$ cat src/hw/rtl/kpc_pkg.sv
// Package of the key press classifier: sizes, reset values, register indexes and types.
`timescale 1ns / 1ps
package kpc_pkg;

  localparam int unsigned NUM_KEYS  = 4;
  localparam int unsigned KEY_W     = 4;
  localparam int unsigned CNT_W     = 8;
  localparam int unsigned CFG_W     = 8;
  localparam int unsigned CFG_IDX_W = 1;
  localparam int unsigned IN_TDATA_W  = 8;
  localparam int unsigned OUT_TDATA_W = 16;

  localparam logic [CNT_W-1:0] LONG_PRESS_RESET = 8'd70;
  localparam logic [CNT_W-1:0] DBL_WINDOW_RESET = 8'd35;

  localparam logic [CFG_IDX_W-1:0] REG_LONG_PRESS = 1'b0;
  localparam logic [CFG_IDX_W-1:0] REG_DBL_WINDOW = 1'b1;

  typedef enum logic [1:0] {
    PH_IDLE = 2'd0,
    PH_DEB  = 2'd1,
    PH_HELD = 2'd2
  } kpc_phase_e;

  typedef struct packed {
    logic [CNT_W-1:0] long_press_ticks;
    logic [CNT_W-1:0] double_click_window;
  } kpc_cfg_t;

  typedef struct packed {
    logic sgl;
    logic dbl;
    logic lng;
  } kpc_evt_t;

endpackage

$ cat src/hw/rtl/kpc_key_unit.sv
// Per-key debounce, hold counting and click-window state machine.
`timescale 1ns / 1ps
module kpc_key_unit (
  input  logic              clk_i,
  input  logic              rst_ni,
  input  logic              en_i,
  input  logic              released_i,
  input  kpc_pkg::kpc_cfg_t cfg_i,
  output kpc_pkg::kpc_evt_t evt_o
);

  kpc_pkg::kpc_phase_e          phase_q, phase_d;
  logic [kpc_pkg::CNT_W-1:0]    hold_q, hold_d;
  logic                         win_q, win_d;
  logic [kpc_pkg::CNT_W-1:0]    wcnt_q, wcnt_d;

  always_comb begin
    logic                      win_mid;
    logic [kpc_pkg::CNT_W-1:0] wcnt_mid;
    phase_d  = phase_q;
    hold_d   = hold_q;
    win_mid  = win_q;
    wcnt_mid = wcnt_q;
    evt_o    = '0;

    case (phase_q)
      kpc_pkg::PH_DEB: begin
        phase_d = released_i ? kpc_pkg::PH_IDLE : kpc_pkg::PH_HELD;
      end
      kpc_pkg::PH_HELD: begin
        if (released_i) begin
          // A release past the long threshold ends silently.
          if (hold_q < cfg_i.long_press_ticks) begin
            if (!win_q) begin
              win_mid  = 1'b1;
              wcnt_mid = '0;
            end else begin
              evt_o.dbl = 1'b1;
              win_mid   = 1'b0;
            end
          end
          phase_d = kpc_pkg::PH_IDLE;
        end else if (hold_q >= cfg_i.long_press_ticks) begin
          evt_o.lng = 1'b1;
        end else begin
          hold_d = kpc_pkg::CNT_W'(hold_q + 1'b1);
        end
      end
      default: begin
        phase_d = kpc_pkg::PH_IDLE;
        if (!released_i) begin
          phase_d = kpc_pkg::PH_DEB;
          hold_d  = '0;
        end
      end
    endcase

    // The window is counted on the same tick that opens it.
    win_d  = win_mid;
    wcnt_d = wcnt_mid;
    if (win_mid) begin
      wcnt_d = kpc_pkg::CNT_W'(wcnt_mid + 1'b1);
      if (wcnt_d >= cfg_i.double_click_window) begin
        evt_o.sgl = 1'b1;
        win_d     = 1'b0;
      end
    end
  end

  always_ff @(posedge clk_i or negedge rst_ni) begin
    if (!rst_ni) begin
      phase_q <= kpc_pkg::PH_IDLE;
      hold_q  <= '0;
      win_q   <= 1'b0;
      wcnt_q  <= '0;
    end else if (en_i) begin
      phase_q <= phase_d;
      hold_q  <= hold_d;
      win_q   <= win_d;
      wcnt_q  <= wcnt_d;
    end
  end

endmodule

$ cat src/hw/rtl/key_press_classifier_unit.sv
// Top level of the key press classifier: input register, key units, result register.
`timescale 1ns / 1ps
// Usage:
// Each transfer on the s_axis channel is one scan tick; s_axis_tdata[3:0] holds the
// raw key levels, bit k low meaning key k is pressed. Every tick produces exactly one
// transfer on the m_axis channel carrying the single, double and long event masks.
// A tick passes the input register and then the result register before its result
// shows on m_axis, and it waits in the input register while m_axis is stalled.
// Throughput is one tick per cycle while m_axis_tready is high: the input register
// feeds four key units whose update is a single compare and increment each, and the
// result register parts the output side from the input side.
// When m_axis_tready is low the result holds; one more tick may wait in the input
// register, after which s_axis_tready drops until the result is taken.
// The configuration port (cfg_we_i, cfg_idx_i, cfg_data_i) sets the long-press
// threshold (index 0) and the double-click window (index 1); write it only while
// no tick is in flight.
// Reset clears all key state, the registers go to 70 and 35 ticks, and both
// channels come up empty.
module key_press_classifier_unit (
  input  logic                                   clk_i,
  input  logic                                   rst_ni,
  input  logic                                   s_axis_tvalid,
  output logic                                   s_axis_tready,
  // key_levels[3:0], zeros [7:4]
  input  logic [kpc_pkg::IN_TDATA_W-1:0]         s_axis_tdata,
  output logic                                   m_axis_tvalid,
  input  logic                                   m_axis_tready,
  // single_mask[3:0], double_mask[7:4], long_mask[11:8], zeros [15:12]
  output logic [kpc_pkg::OUT_TDATA_W-1:0]        m_axis_tdata,
  input  logic                                   cfg_we_i,
  input  logic [kpc_pkg::CFG_IDX_W-1:0]          cfg_idx_i,
  input  logic [kpc_pkg::CFG_W-1:0]              cfg_data_i
);

  kpc_pkg::kpc_cfg_t                cfg_q;
  logic                             in_valid_q;
  logic [kpc_pkg::KEY_W-1:0]        levels_q;
  logic                             out_valid_q;
  logic [kpc_pkg::KEY_W-1:0]        sgl_q, sgl_d;
  logic [kpc_pkg::KEY_W-1:0]        dbl_q, dbl_d;
  logic [kpc_pkg::KEY_W-1:0]        lng_q, lng_d;
  logic                             advance;
  kpc_pkg::kpc_evt_t                evt [kpc_pkg::KEY_W];

  assign advance       = in_valid_q && (!out_valid_q || m_axis_tready);
  assign s_axis_tready = !in_valid_q || advance;

  always_ff @(posedge clk_i or negedge rst_ni) begin
    if (!rst_ni) begin
      cfg_q.long_press_ticks    <= kpc_pkg::LONG_PRESS_RESET;
      cfg_q.double_click_window <= kpc_pkg::DBL_WINDOW_RESET;
    end else if (cfg_we_i) begin
      case (cfg_idx_i)
        kpc_pkg::REG_LONG_PRESS: cfg_q.long_press_ticks    <= cfg_data_i;
        kpc_pkg::REG_DBL_WINDOW: cfg_q.double_click_window <= cfg_data_i;
        default: ;
      endcase
    end
  end

  always_ff @(posedge clk_i or negedge rst_ni) begin
    if (!rst_ni) begin
      in_valid_q <= 1'b0;
    end else if (s_axis_tready) begin
      in_valid_q <= s_axis_tvalid;
    end
  end

  always_ff @(posedge clk_i) begin
    if (s_axis_tvalid && s_axis_tready) begin
      levels_q <= s_axis_tdata[kpc_pkg::KEY_W-1:0];
    end
  end

  for (genvar k = 0; k < kpc_pkg::KEY_W; k++) begin : g_key
    if (k < kpc_pkg::NUM_KEYS) begin : g_used
      kpc_key_unit u_key (
        .clk_i      (clk_i),
        .rst_ni     (rst_ni),
        .en_i       (advance),
        .released_i (levels_q[k]),
        .cfg_i      (cfg_q),
        .evt_o      (evt[k])
      );
    end else begin : g_unused
      assign evt[k] = '0;
    end
  end

  always_comb begin
    for (int k = 0; k < kpc_pkg::KEY_W; k++) begin
      sgl_d[k] = evt[k].sgl;
      dbl_d[k] = evt[k].dbl;
      lng_d[k] = evt[k].lng;
    end
  end

  always_ff @(posedge clk_i or negedge rst_ni) begin
    if (!rst_ni) begin
      out_valid_q <= 1'b0;
    end else if (advance) begin
      out_valid_q <= 1'b1;
    end else if (m_axis_tready) begin
      out_valid_q <= 1'b0;
    end
  end

  always_ff @(posedge clk_i) begin
    if (advance) begin
      sgl_q <= sgl_d;
      dbl_q <= dbl_d;
      lng_q <= lng_d;
    end
  end

  assign m_axis_tvalid = out_valid_q;
  assign m_axis_tdata  = {4'b0000, lng_q, dbl_q, sgl_q};

endmodule

$ cat config.mk
export PLATFORM = sky130hd
export DESIGN_NAME = key_press_classifier_unit
export DESIGN_NICKNAME = d
export VERILOG_FILES = /design/src/hw/rtl/kpc_pkg.sv /design/src/hw/rtl/kpc_key_unit.sv /design/src/hw/rtl/key_press_classifier_unit.sv
export SDC_FILE = /design/constraint.sdc
export NUM_CORES = 1
export LEC_CHECK = 0
export ABC_AREA = 1
export ABC_CLOCK_PERIOD_IN_PS = 2800
export BUFFER_PORTS_ARGS = -buffer_cell sky130_fd_sc_hd__buf_2
export CAP_MARGIN = 20
export CORE_ASPECT_RATIO = 0.9
export CORE_MARGIN = 2
export CORE_UTILIZATION = 56
export CTS_CLUSTER_SIZE = 30
export DETAILED_ROUTE_END_ITERATION = 16
export PLACE_DENSITY = 0.77
export SLEW_MARGIN = 0
export SYNTH_ARGS = -nofsm -noshare
export SYNTH_HDL_FRONTEND = slang
export SYNTH_SLANG_ARGS = --single-unit
$ cat constraint.sdc
create_clock -name clk_i -period 2.8 [get_ports clk_i]
set_input_delay 0.56 -clock clk_i [delete_from_list [all_inputs] [get_ports clk_i]]
set_output_delay 0.56 -clock clk_i [all_outputs]
set_load 0.01 [all_outputs]
==> summary by stage, run 1 <==
CTS
The number of clock sinks is 110. No sink is reached through more buffers than the 2 on the longest clock path. The source-to-sink clock delay at the later pin of the worst-skew pair is 0.37 ns. After clock tree synthesis, the clock-pin slew on the worst setup and hold paths is 0.08 ns. The count of hold buffers inserted by post-cts repair is 0.

The CTS tree is yes. The H-tree was split into 3 levels. The cell sitting at the root of the clock tree is a clkbuf_16. TritonCTS created 9 clock buffers.

Floorplanning
The row count is 40. The area enclosed by the die boundary is 14300 um^2. The initial utilization of the core area, before any placement, comes to 56.6%. From left edge to right edge, the die measures 126 um. The core area is 13200 um^2. The vertical die dimension is 114 um. The I/O pin total is 40.

Timing
For the pin with the worst max-slew slack, the measured transition is 0.667 ns. The share of the cycle needed by the critical path after routing is 121%. The top achievable clock speed is 0.296 GHz. The tightest hold margin is 0.135 ns. The shortest clock period the worst path allows after layout is 3.38 ns. The worst pin sits at a relative slew slack of 55.3%. The largest clock skew in the final design is 0.0134 ns. Setup repair after global routing could not meet its margin everywhere. The final setup slack of the worst path is -0.582 ns. The total count of hold-check failures in the final report is 0. The final number of max-transition violations is 0. Setup violations remaining at the end of the flow were counted as 13.

Logic synthesis
The mapped netlist covers 7480 um^2. Synthesis handed over a netlist of 944 instances. The biggest area contributor in the post-synthesis netlist is dfrtp_1. The sequential-to-total area share from yosys stat is 38.0%. The count of state elements after synthesis is 110.

Yosys attributes the largest share of cell area to dfrtp_1 (29%), ha_1 (13%), nand2_1 (13%), edfxtp_1 (6.4%), inv_1 (5.9%). The distinct cell type count of the synthesized netlist is 43. The count of yosys warnings during synthesis is 0.

Dividing the synthesized area by the synthesized cell count gives 7.92 um^2. Of the post-synthesis cell area, the dominant cell type holds 29.4%.

Placed design
During placement, the flow inserted port buffers numbering 31. The post-placement worst setup slack is -0.480 ns. The estimated wirelength of the detail-placed design is 12.3 mm.

At the end of routability-driven placement, the weighted congestion stood at 0.860.

Worst setup path
The startpoint type of the worst setup path is a flip-flop. The critical path data arrival time is 3.51 ns. In this run the register-to-register setup slack is -0.58 ns.

The critical path in this run is classified as reg -> reg. In this run the worst path has a maximum fanout of 6. The sort of element at the end of the critical path is a flip-flop. For the worst setup path, the data required time is 2.93 ns.

Power
IR analysis of the VDD net gives a maximum drop of 0.465 mV. Power spread over the standard cell area amounts to 659 nW/um^2. The share of power burned in the clock network is 19.1%. In this run switching power makes up 42.3% of total power. The design draws 6.72 mW.

The analysis attributes to net switching a power of 2.85 mW. The proportion of power drawn by flip-flops and latches is 32.2%. Combinational logic burns 48.6% of the power. Internal power comes to 3.88 mW. The total leakage power is 5.03 nW.

Layout
At the end of the flow, the number of nets in the layout was 1212. The repair_antennas step left the layout with diodes totalling 0. The synthesis-to-finish area growth is 36.3%.

The post-route netlist has 36.7% of its cells at a drive strength greater than 1.

Outcome
The flow ran to the end, but the final reports show violations. The checks that failed: negative setup slack.

Routing
Before antenna repair, the detailed router went through 6 iterations. The count of unresolved DRC violations after routing is 0. The via density per instance is 5.91.

The number of nets still failing antenna checks after routing is 0. The via count is 7609. After the first detailed-routing iteration, the DRC count stood at 996. The average detailed-routed wire length per instance is 19.3 um. After detailed routing, the total wire length is 24.9 mm.

Run
Max-cap violations in this run came to 0.

Global routing
The maximum number of pins on one net before global-route repair is 42. The global-route wire length before repair is 33.8 mm. The number of antenna violations at the first check in global routing is 0. The all-layer global routing usage is 29.8%. Global routing finished with a remaining overflow of 0. The via count of the first global-routing pass is 7033.

Worst hold path
The worst hold path belongs to the class in -> async.
## routing by layer
metal  up-vias  track usage [%]  part of all wire [%]
met5         -                0                     0
met4         0             11.2                   5.8
met3       146             6.00                   7.8
met2       430             51.8                    48
met1      3607             37.0                    38
li1       3426                -                     -
## cells in the final DEF, fill, tap and decap left out, types with 8 or more instances in the layout
cell type | synthesis | final
inv_2 | 10 | 19
nor3_1 | 19 | 15
and2_4 | 1 | 11
nor2_4 | 4 | 11
ha_1 | 76 | 55
a21oi_2 | 3 | 16
nand2_1 | 253 | 211
ha_4 | 0 | 21
xor2_1 | 8 | 8
o21ai_0 | 39 | 33
buf_2 | 3 | 30
nor2_1 | 48 | 35
nand2_4 | 1 | 15
nand4_1 | 14 | 14
edfxtp_1 | 16 | 16
o21ai_2 | 7 | 8
nand2_2 | 19 | 46
nand3_1 | 73 | 57
buf_4 | 10 | 100
nor2_2 | 9 | 15
o21ai_1 | 17 | 21
inv_1 | 118 | 106
clkbuf_16 | 0 | 9
nand3_2 | 4 | 13
dfrtp_1 | 88 | 88
a21oi_1 | 35 | 20
buf_6 | 6 | 40
## timing repair
action | 4_1_cts | 5_1_grt
gates cloned | 3 | 1
pin swaps | 63 | 52
resized for setup | 114 | 127
setup endpoints to repair | 8 | 26
setup buffers | 58 | 15
## power groups by stage
stage	registers, mW	clock network [mW]	logic (mW)
2_1_floorplan	2.07	0	1.50
3_5_place_dp	2.11	0	2.21
6_report	2.17	1.28	3.27
5_1_grt	2.19	1.35	3.48
4_1_cts	2.12	1.30	2.68
3_3_place_gp	2.10	0	2.14
## sequential cells by signal, indices dropped and copies added, names as in the netlist
signal	count
g_key.g_used.u_key.win_q	4
g_key.g_used.u_key.hold_q	32
dbl_q	4
lng_q	4
sgl_q	4
g_key.g_used.u_key.phase_q	8
m_axis_tvalid	1
levels_q	4
in_valid_q	1
g_key.g_used.u_key.wcnt_q	32
cfg_q	16
## synth_stat cells (all sizes together)
library cell	instances
nand3b	3
nand4	18
dfrtp	88
buf	19
edfxtp	16
o31ai	5
clkbuf	2
o21a	5
o21ai	63
a21o	4
nor3	20
inv	129
a21oi	38
xor2	8
and3	2
dfstp	6
conb	1
o221ai	4
nand2	273
nand3	77
and2	14
nor2	64
ha	76
xnor2	5
or2	4
## kinds of logic (layout without fill, tap and decap cells)
group                    count (synthesis)  in the layout  synth area share (%)
AND/OR/NAND/NOR                        475            479                  29.9
buffers and inverters                  150            318                  8.71
AO/OA/AOI/OAI                          119            119                  9.13
flip-flops                             110            110                  38.0
adder cells (fa/ha/maj)                 76             76                  12.7
XOR/XNOR                                13             13                  1.52
other                                    1              4                0.0501
## cell type report
cell class,instances,area [um^2]
multi-input combinational,691,4960
fill,858,3010
tap,168,210
inverter,129,498
clock inverter,5,41.3
clock buffer,11,243
timing repair buffer,173,1410
sequential,110,2840
## worst max-delay path, cell delays in order, from the launching register on
cell        delay [ns]
dfstp_2           0.56
clkinvlp_4        0.10
buf_6             0.15
ha_4              0.26
nand2_1           0.04
nand2_1           0.06
nand2_1           0.06
nand2_2           0.07
nand2_4           0.08
nand4_4           0.15
nand4_1           0.24
nand2_1           0.15
nand2_2           0.08
inv_2             0.08
ha_4              0.21
a21oi_2           0.18
o21a_1            0.26
o221ai_2          0.16
nor2_2            0.18
nor2_2            0.05
## through the flow
stage                     area [um^2]  cells  util, %  TNS, ns
final                           10200   1287     77.2    -4.15
after floorplan                  7490    947        -        0
after CTS                        9680   1289     73.3    -3.09
after detailed placement         8370   1213     63.3    -2.99
after global routing            10200   1287     77.2    -5.73
after global placement           8370   1213     63.3    -2.39
## final timing paths
path	start	to	depth (start not counted)
hold / removal	rst_ni	g_key[0].g_used.u_key.win_q	1
hold reg to reg	g_key[1].g_used.u_key.wcnt_q[7]	g_key[1].g_used.u_key.wcnt_q[7]	2
setup reg to reg	cfg_q[9]	sgl_q[1]	19
max in group asynchronous	rst_ni	m_axis_tvalid	2
setup / recovery	cfg_q[9]	sgl_q[1]	19
min in group clk_i	s_axis_tdata[2]	levels_q[2]	1
Note: power is estimated with default switching activity, not from simulation.
==> inputs of run 2 (changes only) <==
--- a/config.mk
+++ b/config.mk
@@ -6,15 +6,16 @@
 export NUM_CORES = 1
 export LEC_CHECK = 0
 export ABC_AREA = 1
-export ABC_CLOCK_PERIOD_IN_PS = 2800
+export ABC_CLOCK_PERIOD_IN_PS = 3050
 export BUFFER_PORTS_ARGS = -buffer_cell sky130_fd_sc_hd__buf_2
 export CAP_MARGIN = 20
 export CORE_ASPECT_RATIO = 0.9
 export CORE_MARGIN = 2
 export CORE_UTILIZATION = 56
-export CTS_CLUSTER_SIZE = 30
+export CTS_CLUSTER_SIZE = 16
 export DETAILED_ROUTE_END_ITERATION = 16
 export PLACE_DENSITY = 0.77
+export SETUP_SLACK_MARGIN = 0.4
 export SLEW_MARGIN = 0
 export SYNTH_ARGS = -nofsm -noshare
 export SYNTH_HDL_FRONTEND = slang
==> constraint.sdc (replaced) <==
create_clock -name clk_i -period 3.05 [get_ports clk_i]
set_input_delay 0.61 -clock clk_i [delete_from_list [all_inputs] [get_ports clk_i]]
set_output_delay 0.61 -clock clk_i [all_outputs]
set_load 0.01 [all_outputs]
==> run 2 against run 1 <==
Against the previous run: the flow still finishes with violations (negative setup slack); highest routed layer unchanged; largest cell class unchanged; power shrank 14%; setup slack gained 0.41 ns; global-route usage shrank 3.6 points.
==> summary by stage, run 2 (synthesis results as in run 1) <==
Global routing
The number of antenna violations at the first check in global routing is 0 (unchanged). The all-layer global routing usage was 26.2% (-3.6 points). The via count of the first global-routing pass is 6343 (-9.8%). The global-route wire length before repair is 30.0 mm (-11%). The maximum number of pins on one net before global-route repair came to 95 (+130%). The global-route congestion overflow total is 0 (unchanged).

Routing
The number of nets still failing antenna checks after routing is 0 (unchanged). The total wirelength of the detailed-routed design is 19.1 mm (-23%). The average detailed-routed wire length per instance was 15.6 um (-19%). The length of the first detailed-routing pass in iterations is 7 (+1). The via density per instance is 5.52 (-6.7%). The count of unresolved DRC violations after routing was 0 (unchanged). The via count is 6748 (-11%). The iteration-0 DRC count of the detailed router is 496 (-50%).

Layout
The final cell count without fillers was 1223 (-5.0%). The area growth from synthesis to layout is 25.8%. The filler cell count is 988 (+15%). The library cell used most frequently in the layout, excluding fill and tap cells, is nand2_1. The largest registers in the layout are g_key.g_used.u_key.hold_q: 32 flops, g_key.g_used.u_key.wcnt_q: 32 flops, cfg_q: 16 flops.

The fraction of layout instances using a drive strength above 1 is 29.6% (-7.2 points). The final net count is 1148 (-5.3%). The final instance area is 9410 um^2 (-7.7%). The number of diodes came to 0 (unchanged).

In the layout the commonest cells are nand2_1 (223), inv_1 (110), dfrtp_1 (88), buf_4 (72), nand3_1 (64).

CTS
TritonCTS built the clock tree. The largest buffer count on any clock path came to 2 (unchanged). The count of hold buffers inserted by post-cts repair came to 0 (unchanged). The number of H-tree levels is 3 (unchanged).

The number of clock sinks is 110 (unchanged). The clock-pin transition on the worst setup and hold timing paths is 0.07 ns (about the same). The source-to-sink clock delay at the later pin of the worst-skew pair is 0.37 ns (about the same). The buffer type at the clock tree root is clkbuf_16.

The number of CTS-inserted buffers is 9 (unchanged).

Outcome
The flow ran to the end, but the final reports show violations. The final reports fail on negative setup slack.

Worst setup path
The number of buffers and inverters on the critical path is 2 (-1). The dominant delay contributor by cell family on the critical path is simple AND/OR/NAND/NOR gates. The critical path data arrival time is 3.33 ns (-0.18 ns).

On the critical path, the stage with the largest delay is an instance of dfstp_2. The worst setup path is launched from a flip-flop. The required time reported for the critical path endpoint was 3.16 ns (+0.23 ns).

The number of cell instances on the worst register-to-register path is 17 (-2). The maximum cell stage delay along the critical path came to 0.56 ns (about the same). The critical path in this run is classified as reg -> reg.

The number of cells on the critical path is 17 (-2). Traced cell by cell, the critical path runs through inv_4 -> ha_1 -> nand2_2 -> nor2_2 -> nand2_2 -> nand4_4 -> buf_6 -> nand3_1 -> nor2_2 -> nand2_2 -> nand2_2 -> and2_4 -> ha_4 -> a21oi_1 -> o221ai_2 -> nor2_2 -> nor2_2. The sort of element at the end of the critical path is a flip-flop. The peak fanout along the critical path was 7 (+1).

Placed design
The number of buffers added on ports is 31 (unchanged). The total placed instance area was 8120 um^2 (-2.9%). The final weighted congestion of routability-driven global placement is 0.849 (-1.3%).

The estimated wirelength of the detail-placed design came to 11.9 mm (-3.5%). The total placed cells including tap cells came to 1176 (-3.1%).

Timing
Setup repair after global routing could not meet its margin everywhere. The total count of hold-check failures in the final report is 0 (unchanged). The setup TNS after final layout is -0.451 ns (+3.69 ns). The share of the cycle needed by the critical path after routing was 106% (-15 points). The shortest clock period the worst path allows after layout is 3.22 ns (-0.163 ns). The largest clock skew in the final design is 0.0114 ns (-0.00200 ns).

The top achievable clock speed came to 0.311 GHz (+5.1%). The final number of max-transition violations is 0 (unchanged). The setup violation total in the final timing report is 4 (-9). The final setup slack of the worst path is -0.169 ns (+0.413 ns). The relative slew slack is 44.7% (-11 points).

The worst-margin pin slew is 0.828 ns (+0.161 ns). The tightest hold margin is 0.272 ns (+0.137 ns).

Power
The total chip power is 5.77 mW (-14%). The cell area power density is 613 nW/um^2 (-7.0%). The maximum VDD drop is 0.659 mV (+42%). The total leakage power came to 4.61 nW (-8.3%).

Floorplanning
The effective utilization at floorplan is 56.6% (unchanged). The core area is 13200 um^2 (unchanged). The area enclosed by the die boundary is 14300 um^2 (unchanged). The I/O pin total is 40 (unchanged). The vertical die dimension is 114 um (unchanged). The die span in x is 126 um (unchanged). The row count is 40 (unchanged).

Worst hold path
In this run the worst hold path is classified as in -> async.

Run
The number of violations of the max-capacitance limit came to 0 (unchanged).
[run 2: cell count changes in the layout (fill, tap and decap cells not counted), sizes merged]
cell	previous run	this run
buf	173	111
nand4	21	20
nand2	274	273
bufinv	0	2
clkinvlp	2	0
[run 2: power by group]
| part | switching [mW] | total, mW | internal, mW |
|---|---|---|---|
| clock network | 0.576 | 1.36 | 0.780 |
| registers | 0.251 | 1.98 | 1.73 |
| logic | 1.45 | 2.43 | 0.985 |
| total | 2.28 | 5.77 | 3.49 |
[run 2: what timing repair did]
| item | 4_1_cts | 5_1_grt |
|---|---|---|
| cloned | 2 | 0 |
| gates resized for setup | 77 | 62 |
| setup endpoints to repair | 8 | 9 |
| setup buffers | 20 | 9 |
| pin swaps | 38 | 33 |
[run 2: path summary, 6_finish.rpt]
path / startpoint / to / slack (ns)
worst max-delay path: cfg_q[14] / sgl_q[0] / -0.17
max in group asynchronous: rst_ni / cfg_q[0] / 2.36
worst min-delay path: rst_ni / g_key[2].g_used.u_key.hold_q[1] / 0.27
min in group clk_i: s_axis_tdata[3] / levels_q[3] / 0.42
worst max register to register: cfg_q[14] / sgl_q[0] / -0.17
worst min register to register: g_key[3].g_used.u_key.wcnt_q[7] / g_key[3].g_used.u_key.wcnt_q[7] / 0.49
[run 2: metal layers]
metal	GRT usage, %	part of all wire (%)	vias to the layer above
li1	-	-	3306
met1	33.8	43	3196
met2	45.4	49	209
met3	5.53	4.8	37
met4	6.67	2.3	0
met5	0	0	-
[run 2: worst reg2reg max path: cells and delay by family (launching register included)]
kind | cells | cell delay [ns]
flip-flops | 1 | 0.56
AND/OR/NAND/NOR | 11 | 1.31
adder cells (fa/ha/maj) | 2 | 0.51
AO/OA/AOI/OAI | 2 | 0.36
buffers and inverters | 2 | 0.22
[run 2: area by class of cell]
cell class                 instances  area [um^2]  share of cell area [%]
multi-input combinational        689         4710                    50.0
sequential                       110         2840                    30.2
timing repair buffer             111          813                    8.64
inverter                         129          497                    5.28
clock buffer                      11          254                    2.70
tap                              168          210                    2.23
clock inverter                     5         88.8                   0.944
[run 2: stage by stage]
step | util (%) | worst slack, ns
2_1_floorplan | - | 0.315
3_3_place_gp | 61.5 | -0.0507
3_5_place_dp | 61.5 | -0.128
4_1_cts | 68.5 | 0.0168
5_1_grt | 71.2 | -0.305
6_report | 71.2 | -0.169
